**config.mk**
```make
export PLATFORM = sky130hd
export DESIGN_NAME = swdd_div
export DESIGN_NICKNAME = d
export VERILOG_FILES = /design/src/hw/rtl/swdd_div.sv
export SDC_FILE = /design/constraint.sdc
export NUM_CORES = 1
export LEC_CHECK = 0
export BUFFER_PORTS_ARGS = -buffer_cell sky130_fd_sc_hd__clkbuf_2
export CAP_MARGIN = 20
export CORE_MARGIN = 2
export CORE_UTILIZATION = 45
export DETAILED_ROUTE_END_ITERATION = 6
export GPL_ROUTABILITY_DRIVEN = 0
export PLACE_DENSITY = 0.68
export SLEW_MARGIN = 20
export SYNTH_ARGS = -nofsm -noshare
export SYNTH_HDL_FRONTEND = slang
export SYNTH_SLANG_ARGS = --single-unit
```
**constraint.sdc**
```tcl
create_clock -name i_clk -period 5.94 [get_ports i_clk]
set_clock_uncertainty 0.1 [all_clocks]
set_input_delay 0.297 -clock i_clk [delete_from_list [all_inputs] [get_ports i_clk]]
set_output_delay 0.297 -clock i_clk [all_outputs]
set_load 0.005 [all_outputs]
```
**src/hw/rtl/swdd_div.sv**
```systemverilog
// swdd_div: restoring signed divider, one quotient bit per cycle.
// Depends on nothing but its ports; truncates toward zero.
module swdd_div #(
    parameter int NW = 64,
    parameter int DW = 13
) (
    input  logic                 i_clk,
    input  logic                 i_rst_n,
    input  logic                 i_start,
    input  logic signed [NW-1:0] i_num,
    input  logic [DW-1:0]        i_den,
    output logic                 o_done,
    output logic signed [NW-1:0] o_quo
);
    localparam int CW = $clog2(NW + 1);
    logic [NW-1:0] r_q, n_q;
    logic [DW:0]   r_rem, n_rem;
    logic [CW-1:0] r_cnt, n_cnt;
    logic          r_neg, n_neg, r_busy, n_busy, r_done, n_done;
    logic [DW:0]   w_try;

    always_comb begin
        n_q = r_q; n_rem = r_rem; n_cnt = r_cnt; n_neg = r_neg;
        n_busy = r_busy; n_done = 1'b0;
        w_try = {r_rem[DW-1:0], r_q[NW-1]};
        if (i_start) begin
            n_neg  = i_num[NW-1];
            n_q    = i_num[NW-1] ? -i_num : i_num;
            n_rem  = '0;
            n_cnt  = CW'(NW);
            n_busy = 1'b1;
        end else if (r_busy) begin
            // shift in one dividend bit, subtract where it fits
            if (w_try >= {1'b0, i_den}) begin
                n_rem = w_try - {1'b0, i_den};
                n_q   = {r_q[NW-2:0], 1'b1};
            end else begin
                n_rem = w_try;
                n_q   = {r_q[NW-2:0], 1'b0};
            end
            n_cnt = r_cnt - 1'b1;
            if (r_cnt == CW'(1)) begin
                n_busy = 1'b0;
                n_done = 1'b1;
            end
        end
    end

    always_ff @(posedge i_clk) begin
        r_q <= n_q; r_rem <= n_rem; r_cnt <= n_cnt; r_neg <= n_neg;
        if (!i_rst_n) begin
            r_busy <= 1'b0;
            r_done <= 1'b0;
        end else begin
            r_busy <= n_busy;
            r_done <= n_done;
        end
    end

    assign o_done = r_done;
    assign o_quo  = r_neg ? -$signed(r_q) : $signed(r_q);
endmodule

```
### Yosys cells after proc, flatten, opt, wreduce, memory -nomap -nowiden

Index checks and enable logic that the tools add are counted.

| storage, ports and cells | value |
|---|---|
| flip-flop bits (word level) | 87 |
| bits in latches | 0 |
| bits in writable memories | 0 |
| memory bits (read-only) | 0 |
| memories kept | 0 |

| cells by class | value |
|---|---|
| add/subtract/negate cells | 4 |
| multiply operators | 0 |
| div/mod/pow operators | 0 |
| $lt $le $gt $ge | 1 |
| eq/ne operators | 1 |
| shifts and indexed selects | 0 |
| muxes and demuxes | 10 |
| bitwise operators | 2 |
| reduce and logical (&&, ||, !) cells | 2 |

Operator list:

| cell | number |
|---|---|
| two-way mux 64 bit | 4 |
| negation 64 bit | 2 |
| >= comparator 14 x 13 -> 1 bit | 1 |
| two-way mux 13 bit | 1 |
| subtractor 13 bit | 1 |
| == test 7 x 1 -> 1 bit, second input constant | 1 |
| subtractor 7 x 1 -> 7 bit, second input constant | 1 |
| two-way mux 1 bit | 5 |
| OR reduction 3 bit | 1 |
| inverter 1 bit | 2 |
| nonzero test 2 bit | 1 |

### Depth between registers and ports, before layout

| logic depth | value |
|---|---|
| word-level depth | 4 |
| gate-level depth with buffers | 12 |

### Worst setup path after synthesis

OpenSTA, ideal clock, no wires.

| timing | value |
|---|---|
| path type | reg2out |
| start point | reg r_q[0] |
| end point | out o_quo[22] |
| arrival | 2.633 ns |
| required time | 5.543 ns |
| setup slack | 2.910 ns |
| stages on the path, launching flop included | 10 |
| path buffers | 0 |
| cell sequence | edfxtp_1 -> inv_1 -> ha_1 -> or3b_2 -> or4_4 -> nand2b_4 -> or3_1 -> or3_4 -> o31ai_4 -> xnor2_1 |

| on the way | value |
|---|---|
| cells in the longest elaborated chain, start to end | 2 |

RTL lines:

| item | line | RTL |
|---|---|---|
| start: declaration | 16 | `logic [NW-1:0] r_q, n_q;` |
| start signal: assignment | 50 | `r_q <= n_q; r_rem <= n_rem; r_cnt <= n_cnt; r_neg <= n_neg;` |
| negation 64 bit | 61 | `assign o_quo = r_neg ? -$signed(r_q) : $signed(r_q);` |
| two-way mux 64 bit | 61 |  |
| end: declaration | 13 | `output logic signed [NW-1:0] o_quo` |

No other way between the ends.

### Worst setup path in the final report

| timing | value |
|---|---|
| start point | reg r_q[5] |
| end point | out o_quo[59] |

The elaborated chain is that of the path after synthesis.

==> results_dict.tcl <==
set metrics [dict create \
    drv_cap 0 \
    hpwl_mm 13.3 \
    via_per_inst 5.66 \
    grt_max_degree 79 \
    tns_ns 0 \
    stdcell_count 1111 \
    gr-total-overflow 0 \
    yosys.area_share.simple 0.207 \
    dieArea_um2 16300 \
    core_um2 15000 \
    clk_latency_ns 0.35 \
    fp-row-count 45 \
    worstPathCellList "or4_4 > nor4_1 > nand4b_1 > nor2_1 > nand3_1 > o41ai_1 > xnor2_1 > clkbuf_2" \
    worstPathArrival_ns 3.54 \
    clk_path_buf_depth 2 \
    worst_pin_slew_ns 0.821 \
    cp-startpoint "r_q[5]$_DFFE_PP_" \
    port-buffer-count 144 \
    diodes 0 \
    yosysSeqAreaShare 0.348 \
    slew_headroom 0.453 \
    critPathCapture "o_quo[59]" \
    grt_pass1_wl_mm 28.6 \
    drt-pass1-iter-count 5 \
    cp_max_fo 6 \
    path_class "reg2out" \
    synth-edff-count 65 \
    reg2reg_slack_ns 3.17 \
    finalSetupViolations 0 \
    synthAdderAreaFrac 0.0339 \
    start_kind "flop" \
    vias 6293 \
    synth_compound_area_frac 0.189 \
    cts_setup_buffers 0 \
    yosys_warnings 0 \
    antenna_left 0 \
    rr_worst_depth 10 \
    finalHoldViolCount 0 \
    layout-drive-gt1-share 0.204 \
    ys.flop_type "edfxtp_1" \
    hp-class "in2reg" \
    cts.sinks 87 \
    fmax_mhz 254 \
    r2r-end "r_rem[12]$_SDFFE_PP0P_" \
    avgRoutedWirePerCell_um 16.2 \
    slew_violations 0 \
    synth.avg_cell_area_um2 8.61 \
    post-route-period-util 0.662 \
    clk_pin_slew_worst_paths_ns 0.06 \
    r2r-start "r_q[63]$_DFFE_PP_" \
    rsz0062_at_grt "no" \
    critPathCaptureType "primary output" \
    ir_drop_mv 0.115 \
    placedCellCount 1095 \
    syn_area_um2 6870 \
    h-tree-depth 3 \
    gr-usage-all-layers 0.221 \
    power_density_nw_per_um2 240 \
    ys_types 61 \
    synthToLayoutAreaGrowth_pct 16.3 \
    post-route-min-period_ns 3.93 \
    crit_path_max_incr_delay_ns 0.57 \
    synth-xor-area-share 0.172 \
    floorplan.initialDensity 0.457 \
    routed_wl_mm 18.0 \
    synthMuxAreaShare 0.0155 \
    grt_pass1_vias 5679 \
    critPathSlowestCell "or4_4" \
    cts.repair.resized 0 \
    die_y_um 128 \
    cts_buffers 9 \
    post-route-drc-count 0 \
    finalNetCount 1016 \
    synth_top_family_by_area "simple AND/OR/NAND/NOR gates" \
    syn-num-nets 896 \
    die_x_um 128 \
    p_leak_uw 0.00310 \
    syn_inst 798 \
    whs_path_depth 3 \
    worstPathRequired_ns 5.54 \
    async_reset_ff_frac 0 \
    root_buffer "clkbuf_16" \
    worstHoldStart "i_rst_n" \
    final_cell_mix "clkbuf_2 (143), nor2_1 (101), a21oi_1 (73)" \
    postCtsHoldBufs 0 \
    antenna_found_initial 0 \
    drt_iter0_drc 358 \
    outcome "complete, no violations" \
    final_common_cell "clkbuf_2" \
    cts_tree "done" \
    yosys_register_bits 87 \
    design.portCount 145 \
]
-- synthesized netlist by cell type (14+ instances only) --
| master | n | area share |
|---|---|---|
| a21oi_1 | 73 | 0.053 |
| clkbuf_1 | 36 | 0.020 |
| dfxtp_1 | 22 | 0.064 |
| edfxtp_1 | 65 | 0.28 |
| ha_1 | 17 | 0.031 |
| inv_1 | 23 | 0.013 |
| nand2_1 | 58 | 0.032 |
| nor2_1 | 101 | 0.055 |
| nor3_1 | 14 | 0.010 |
| o21ai_0 | 43 | 0.031 |
| o31ai_1 | 39 | 0.043 |
| o41ai_1 | 15 | 0.019 |
| or3_1 | 20 | 0.018 |
| or4_1 | 16 | 0.017 |
| xnor2_1 | 69 | 0.088 |
| xor2_1 | 66 | 0.084 |
-- logic make-up after synthesis --
kind of cell    after synthesis
compound gates              204
xor+xnor                    135
fa+ha+maj                    18
buf+inv                      63
flops                        87
mux                          10
simple gates                281
-- flip-flops by register name, summed over array words and instances (netlist names) --
name,count
o_done,1
r_busy,1
r_cnt,7
r_neg,1
r_q,64
r_rem,13
-- worst min path at each step --
stage | end | slack, ns
after global placement | r_cnt[6]$_SDFFE_PP1P_ | 0.37
after CTS | o_done$_SDFF_PP0_ | 0.07
after floorplan | r_neg$_DFFE_PP_ | 0.30
after detailed placement | r_cnt[6]$_SDFFE_PP1P_ | 0.38
final | o_done$_SDFF_PP0_ | 0.08
after global routing | o_done$_SDFF_PP0_ | 0.09
-- power by group --
part | switching, uW | total, uW | internal [uW]
combinational | 292 | 539 | 247
sequential | 79.8 | 819 | 739
clock | 232 | 558 | 326
total | 603 | 1920 | 1310
-- layer usage --
| layer | wire length [um] | track usage | up-vias | share of wire |
|---|---|---|---|---|
| li1 | - | - | 3146 | - |
| met1 | 8360 | 0.305 | 2945 | 0.46 |
| met2 | 8260 | 0.348 | 179 | 0.46 |
| met3 | 1080 | 0.0461 | 23 | 0.060 |
| met4 | 315 | 0.0679 | 0 | 0.017 |
| met5 | 0 | 0 | - | 0 |
-- metrics by stage --
| stage | hold WS [ns] | total power (uW) | instance area (um^2) | util | worst slack, ns |
|---|---|---|---|---|---|
| floorplan | 0.296 | 1160 | 6870 | - | 2.91 |
| global placement | 0.370 | 1360 | 7710 | 0.513 | 2.52 |
| detailed placement | 0.383 | 1370 | 7710 | 0.513 | 2.48 |
| CTS | 0.0682 | 1940 | 7990 | 0.532 | 2.07 |
| global route | 0.0948 | 2030 | 7990 | 0.532 | 1.80 |
| finish | 0.0813 | 1920 | 7990 | 0.532 | 2.01 |
-- critical path, delay by kind of cell (launching register included) --
kind	cells	cell delay (ns)
xor+xnor	1	0.17
simple gates	5	2.07
buf+inv	1	0.14
flops	1	0.44
compound gates	1	0.39
-- area by class of cell --
| cell class | count | area, um^2 |
|---|---|---|
| clock inverter | 2 | 35.0 |
| clock buffer | 14 | 244 |
| inverter | 23 | 86.3 |
| multi-input combinational | 648 | 4240 |
| sequential | 87 | 2390 |
| tap | 188 | 235 |
| fill | 1409 | 7040 |
| timing repair buffer | 149 | 761 |
Power figures use the tool's default switching activity.
