`config.mk`:
```
export PLATFORM = sky130hd
export DESIGN_NAME = swdd_merge
export DESIGN_NICKNAME = d
export VERILOG_FILES = /design/src/hw/rtl/swdd_pkg.sv /design/src/hw/rtl/swdd_merge.sv
export SDC_FILE = /design/constraint.sdc
export NUM_CORES = 1
export LEC_CHECK = 0
export BUFFER_PORTS_ARGS = -buffer_cell sky130_fd_sc_hd__clkbuf_2
export CAP_MARGIN = 20
export CORE_AREA = 2 2 168 170
export DETAILED_ROUTE_END_ITERATION = 8
export DIE_AREA = 0 0 170 172
export PLACE_DENSITY = 0.64
export SLEW_MARGIN = 20
export SYNTH_ARGS = -nofsm -noshare
export SYNTH_HDL_FRONTEND = slang
export SYNTH_SLANG_ARGS = --single-unit
```
`constraint.sdc`:
```
create_clock -name vclk -period 22.5
set_input_delay 1.125 -clock vclk [all_inputs]
set_output_delay 1.125 -clock vclk [all_outputs]
set_load 0.01 [all_outputs]
```
`src/hw/rtl/swdd_pkg.sv`:
```
// swdd_pkg: shared types and constants for the split-window drift detector.
// No dependencies; used by swdd_lane, swdd_merge, the core and the testbench.
package swdd_pkg;
    localparam int HISTORY_DEPTH = 512;
    localparam logic [2:0] KIND_NONE = 3'd0;
    localparam logic [2:0] KIND_FIT  = 3'd1;
    localparam logic [2:0] KIND_LOSS = 3'd2;
    localparam logic [2:0] KIND_DOM  = 3'd3;
    localparam logic [2:0] KIND_SUS  = 3'd4;
    localparam logic [16:0] SEV_ONE  = 17'd65536;
    localparam logic [15:0] RUN_MAX  = 16'hFFFF;
    localparam logic [1:0] REG_THR = 2'd0;
    localparam logic [1:0] REG_MIN = 2'd1;
    localparam logic [1:0] REG_SUS = 2'd2;

    // lane control from the sequencer
    typedef struct packed {
        logic clr;   // clear accumulators
        logic acc_b; // add read data to baseline sum
        logic acc_r; // add read data to recent sum
    } t_lane_ctl;
endpackage

```
`src/hw/rtl/swdd_merge.sv`:
```
// swdd_merge: compares the six half-window means and forms the result.
// Depends on swdd_pkg for event codes and limits.
module swdd_merge (
    input  logic signed [31:0] i_bf, i_rf, i_bl, i_rl, i_bd, i_rd,
    input  logic [30:0]        i_thr,
    input  logic [7:0]         i_sus,
    input  logic [15:0]        i_run,
    input  logic [31:0]        i_step,
    output logic [15:0]        o_run,
    output logic [133:0]       o_res
);
    logic signed [33:0] w_df, w_dl, w_dd, w_diff, w_th;
    logic [2:0]  w_kind;
    logic        w_reg, w_deg;
    logic [16:0] w_sev;
    logic [31:0] w_base, w_rec, w_step;

    always_comb begin
        w_df = 34'(i_bf) - 34'(i_rf);
        w_dl = 34'(i_rl) - 34'(i_bl);
        w_dd = 34'(i_bd) - 34'(i_rd);
        w_th = $signed({3'b000, i_thr});
        w_kind = swdd_pkg::KIND_NONE; w_diff = '0; w_base = '0; w_rec = '0;
        if (w_df > w_th) begin
            w_kind = swdd_pkg::KIND_FIT; w_diff = w_df; w_base = i_bf; w_rec = i_rf;
        end else if (w_dl > w_th) begin
            w_kind = swdd_pkg::KIND_LOSS; w_diff = w_dl; w_base = i_bl; w_rec = i_rl;
        end else if (w_dd > w_th) begin
            w_kind = swdd_pkg::KIND_DOM; w_diff = w_dd; w_base = i_bd; w_rec = i_rd;
        end
        w_reg = (w_kind != swdd_pkg::KIND_NONE);
        w_sev = '0; w_step = '0;
        if (w_reg) begin
            w_sev  = (w_diff >= 34'sd32768) ? swdd_pkg::SEV_ONE : 17'(w_diff) << 1;
            w_step = i_step;
            o_run  = (i_run == swdd_pkg::RUN_MAX) ? i_run : i_run + 16'd1;
        end else begin
            o_run  = '0;
        end
        w_deg = (o_run >= {8'd0, i_sus});
        if (w_deg) begin
            w_kind = swdd_pkg::KIND_SUS;
            w_sev  = swdd_pkg::SEV_ONE;
        end
        o_res = {o_run, w_step, w_rec, w_base, w_sev, w_kind, w_deg, w_reg};
    end
endmodule

```
Word level (Yosys, flattened, before mapping)
Index checks and enable logic that the tools add are counted.
Word-level totals
  logic and storage cells: 30
  register bits: 0
  output and inout bits: 150
  bits of input ports: 279
Cells by class
  reductions and logical operators: 1
  $add $sub $neg: 4
  mux-type cells: 19
  equal/unequal tests: 1
  magnitude comparators: 5
Operators with widths (count)
  2-to-1 mux 32 bit: 7
  2-to-1 mux 34 bit: 3
  > comparator 33 x 32 -> 1 bit: 3
  subtractor 32 x 32 -> 33 bit: 3
  2-to-1 mux 17 bit: 3
  >= comparator 34 x 17 -> 1 bit, second input constant: 1
  2-to-1 mux 16 bit: 2
  adder 16 x 1 -> 16 bit, second input constant: 1
  == test 16 bit, second input constant: 1
  >= comparator 16 x 8 -> 1 bit: 1
  2-to-1 mux 2 bit: 3
  2-to-1 mux 3 bit: 1
  nonzero test 3 bit: 1

Depth between registers and ports, before layout
  word-level depth: 9
  gate-level depth with buffers: 36
  depth with buffers taken out: 35

Worst setup path before layout
Ideal clock, no wire load.
  kind: input to output
  start point: input port i_bf[0]
  end point: output port o_res[13]
  data required time: 21375 ps
  path slack: 12692 ps
  buffers on the path: 3
  stages on the path: 36
  arrival: 8683 ps
  cells stage by stage: inv_1 > ha_1 > inv_1 > fa_1 > a21o_1 > a221o_1 > a32o_1 > o211ai_4 > o41ai_4 > a21o_1 > a21oi_1 > xnor2_1 > ha_1 > a21o_1 > a21o_1 > a2111oi_0 > nor3_1 > nor4b_1 > or4_1 > a32o_1 > and3_1 > clkbuf_1 > clkbuf_1 > nor2_1 > ha_1 > a21o_1 > a21o_1 > a21o_1 > a21o_1 > a21o_1 > a21o_1 > a211oi_1 > nand2b_1 > buf_1 > a211o_1 > nor3_1
Between the ends
  word-level cells in the longest chain between the ends: 7
  elaborated cells on any way between the ends: 11
RTL lines
  start: declaration: line swdd_merge.sv:4  | input logic signed [31:0] i_bf, i_rf, i_bl, i_rl, i_bd, i_rd,
  subtractor 32 x 32 -> 33 bit: line swdd_merge.sv:19  | w_df = 34'(i_bf) - 34'(i_rf);
  > comparator 33 x 32 -> 1 bit: line swdd_merge.sv:24  | if (w_df > w_th) begin
  2-to-1 mux 2 bit: line swdd_merge.sv:24
  nonzero test 3 bit: line swdd_merge.sv:31  | w_reg = (w_kind != swdd_pkg::KIND_NONE);
  2-to-1 mux 16 bit: line swdd_merge.sv:33  | if (w_reg) begin
  net o_res[119]: line swdd_merge.sv:10  | output logic [133:0] o_res
  >= comparator 16 x 8 -> 1 bit: line swdd_merge.sv:40  | w_deg = (o_run >= {8'd0, i_sus});
  2-to-1 mux 17 bit: line swdd_merge.sv:41  | if (w_deg) begin
  end: declaration: line swdd_merge.sv:10
The timed path passes the listed nets, and every way through them passes these cells.

Worst setup path after layout
  start point: input port i_bf[0]
  end point: output port o_res[20]
Between the ends
  word-level cells in the longest chain between the ends: 7
  elaborated cells on any way between the ends: 11
RTL lines (line)
  subtractor 32 x 32 -> 33 bit (*): swdd_merge.sv:19
  > comparator 33 x 32 -> 1 bit: swdd_merge.sv:24
  2-to-1 mux 34 bit or 2-to-1 mux 2 bit (tied branches): swdd_merge.sv:24
  >= comparator 34 x 17 -> 1 bit or nonzero test 3 bit (tied branches): swdd_merge.sv:34, swdd_merge.sv:31
  2-to-1 mux 17 bit or 2-to-1 mux 16 bit (tied branches): swdd_merge.sv:34, swdd_merge.sv:33
  2-to-1 mux 17 bit or >= comparator 16 x 8 -> 1 bit (tied branches): swdd_merge.sv:33, swdd_merge.sv:40
  2-to-1 mux 17 bit (*): swdd_merge.sv:41
Every way passes the cells marked *; elsewhere a longest branch is shown, timed or not.

==> summary.txt <==
Synth
  – Post-synthesis mux area share: 0.00284
  – Syn_nets: 2,076
  – Compound-Gate Fraction of Synth Area: 0.356
  – Cell area after synthesis: 10,600 sq um
  – Yosys top cell by area: ha_1
  – Synth Area in Adders: 0.240
  – YS warnings: 0
  – Post-synth top area share: 0.234
  – Post-Syn Instances: 1,596
  – XOR/XNOR share of the synthesized area: 0.0729
  – Simple-gate share of the synthesized area: 0.229
  – Post-synthesis sequential area ratio: 0
  – Synth area leaders: ha_1 (23%), a21oi_1 (11%), inv_1 (6.0%)
  – Count leader, synth: a21oi_1
  – Synth unique cells: 82
  – Synthesized area per cell: 6.62 sq um
  – Synth cell count leaders: a21oi_1 (225), ha_1 (198), inv_1 (169), nor2_1 (124), nand2_1 (110)
  – Combinational family with the most area after synthesis: compound AO/OA/AOI/OAI gates

Clock network
  – PostCTS Resize Cnt: 0
  – Post-CTS Setup Bufs: 0
  – Hold-fix buffers, CTS: 0

Final layout
  – Proportion of layout cells with a drive suffix above 1: 0.241
  – Area of the multi-input gates: 9540 sq um
  – Seq cells: 0
  – Fin cells: 2,294
  – P&R area growth vs syn: 21.1%
  – Final core occ: 0.466
  – # diodes: 0
  – Nets: 2,430
  – Clk_buf instances: 0
  – Layout fillers: 2,969
  – FF+latch area: 0 sq um

Timing
  – Final Hold Viols: 0
  – Slew Viols, Final: 0
  – Period minus WS final: 11.48 ns
  – FMAX: 87.1 MHz
  – Final setup viols: 0
  – Relative slew slack: 0.270
  – WHS: 2.55 ns
  – Setup tns final: 0 ns
  – Slew of the pin with the lowest slew margin: 1.10 ns
  – Post-route clock period utilization: 0.510
  – RSZ-0062 raised after global routing: false

GRT
  – Largest net degree at the start of global routing: 82
  – Initial antenna violation count: 3
  – Vias in the first global route: 12,635
  – First-pass GRT wire length: 72.6 mm
  – Overall global routing resource usage: 0.320
  – Grt ovf: 0

Floorplan
  – Chip Height: 172 um
  – I/O Pins: 429
  – Core area: 27,500 sq um
  – Die ar.: 29,200 sq um
  – Die Width: 170 um
  – FP Rows: 61
  – Initial core utilization: 0.385

Power
  – Pwr dens: 50.3 nW/um^2
  – Static leakage: 0.00666 uW
  – Maximum vdd ir drop: 38.1 uV

Route
  – Drt first pass iters: 6
  – Vias per cell: 5.96
  – Routed WL: 50.1 mm
  – WL per Instance: 21.8 um
  – DR vias: 13,683
  – Antenna-violating nets left: 0
  – DR DRC count: 0
  – DRT iter0 DRCs: 1,382

Setup path
  – Setup crit start kind: input pin
  – Crit path max fanout: 50
  – Crit-path most repeated cell: a21o_1
  – Critical path type: in -> out
  – Crit end category: output port
  – Max stage delay on crit path: 0.58 ns
  – WP data arrival: 10.35 ns
  – Slowest cell on crit path: nand2b_1
  – Crit path required time: 21.38 ns

Placed design
  – I/O Buffers: 428
  – Dpl cells: 2,294
  – Routability Congestion: 1.01
  – Post-DP HPWL: 43.3 mm

Status
  – Status: complete, no violations

Min path
  – HP Class: in -> out
  – Worst hold stages: 3

Job
  – Max Cap Viol: 0
==> metrics by stage <==
| stage | instance area, sq um | total power [uW] | worst slack [ns] |
|---|---|---|---|
| 3_3_place_gp | 12800 | 631 | 11.37 |
| 6_report | 12800 | 644 | 11.02 |
| 4_1_cts | 12800 | 635 | 11.07 |
| 2_1_floorplan | 10600 | 410 | 12.69 |
| 5_1_grt | 12800 | 701 | 10.27 |
| 3_5_place_dp | 12800 | 632 | 11.09 |
==> metal layers <==
layer | part of all wire | vias to the layer above | global-route usage
met2 | 0.47 | 687 | 0.560
met1 | 0.41 | 6355 | 0.420
met3 | 0.085 | 71 | 0.0412
met4 | 0.027 | 0 | 0.0736
met5 | 0 | - | 0
li1 | - | 6570 | -
==> power by group <==
part | total (uW) | internal, uW | switching, uW
clock network | 0 | 0 | 0
logic | 644 | 235 | 410
registers | 0 | 0 | 0
total | 644 | 235 | 410
==> kinds of logic after synthesis <==
| kind of cell | after synthesis |
|---|---|
| multiplexers | 3 |
| AND/OR/NAND/NOR | 478 |
| adder cells (fa/ha/maj) | 201 |
| other | 1 |
| XOR/XNOR | 88 |
| buffers and inverters | 253 |
| AO/OA/AOI/OAI | 572 |
==> final timing paths <==
check | from | to | slack [ns]
worst max-delay path | i_bf[0] | o_res[20] | 11.02
worst min-delay path | i_step[29] | o_res[115] | 2.55
==> worst max-delay path: cells and delay by family <==
kind / cells / cell delay (ns)
xor gates and xnor gates: 1 / 0.18
and+or+nand+nor: 9 / 2.36
AOI/OAI and AO/OA: 18 / 4.48
buffers and inverters: 6 / 1.01
adders and majority gates: 4 / 1.15
==> final cells by class <==
type	count	area share
multi-input combinational	1343	0.745
tap	346	0.0338
inverter	170	0.0498
timing repair buffer	435	0.171
==> cells in the final DEF, fill, tap and decap left out, types with 36 or more instances in the layout <==
master	instances
clkbuf_2	428
a22oi_1	45
inv_1	169
ha_1	198
a21oi_1	225
nand3_1	36
xnor2_1	47
nor2_1	124
xor2_1	41
o21ai_0	67
a221oi_1	36
nand2_1	110
nor2b_1	41
No activity file was read; power rests on OpenSTA's default activity.
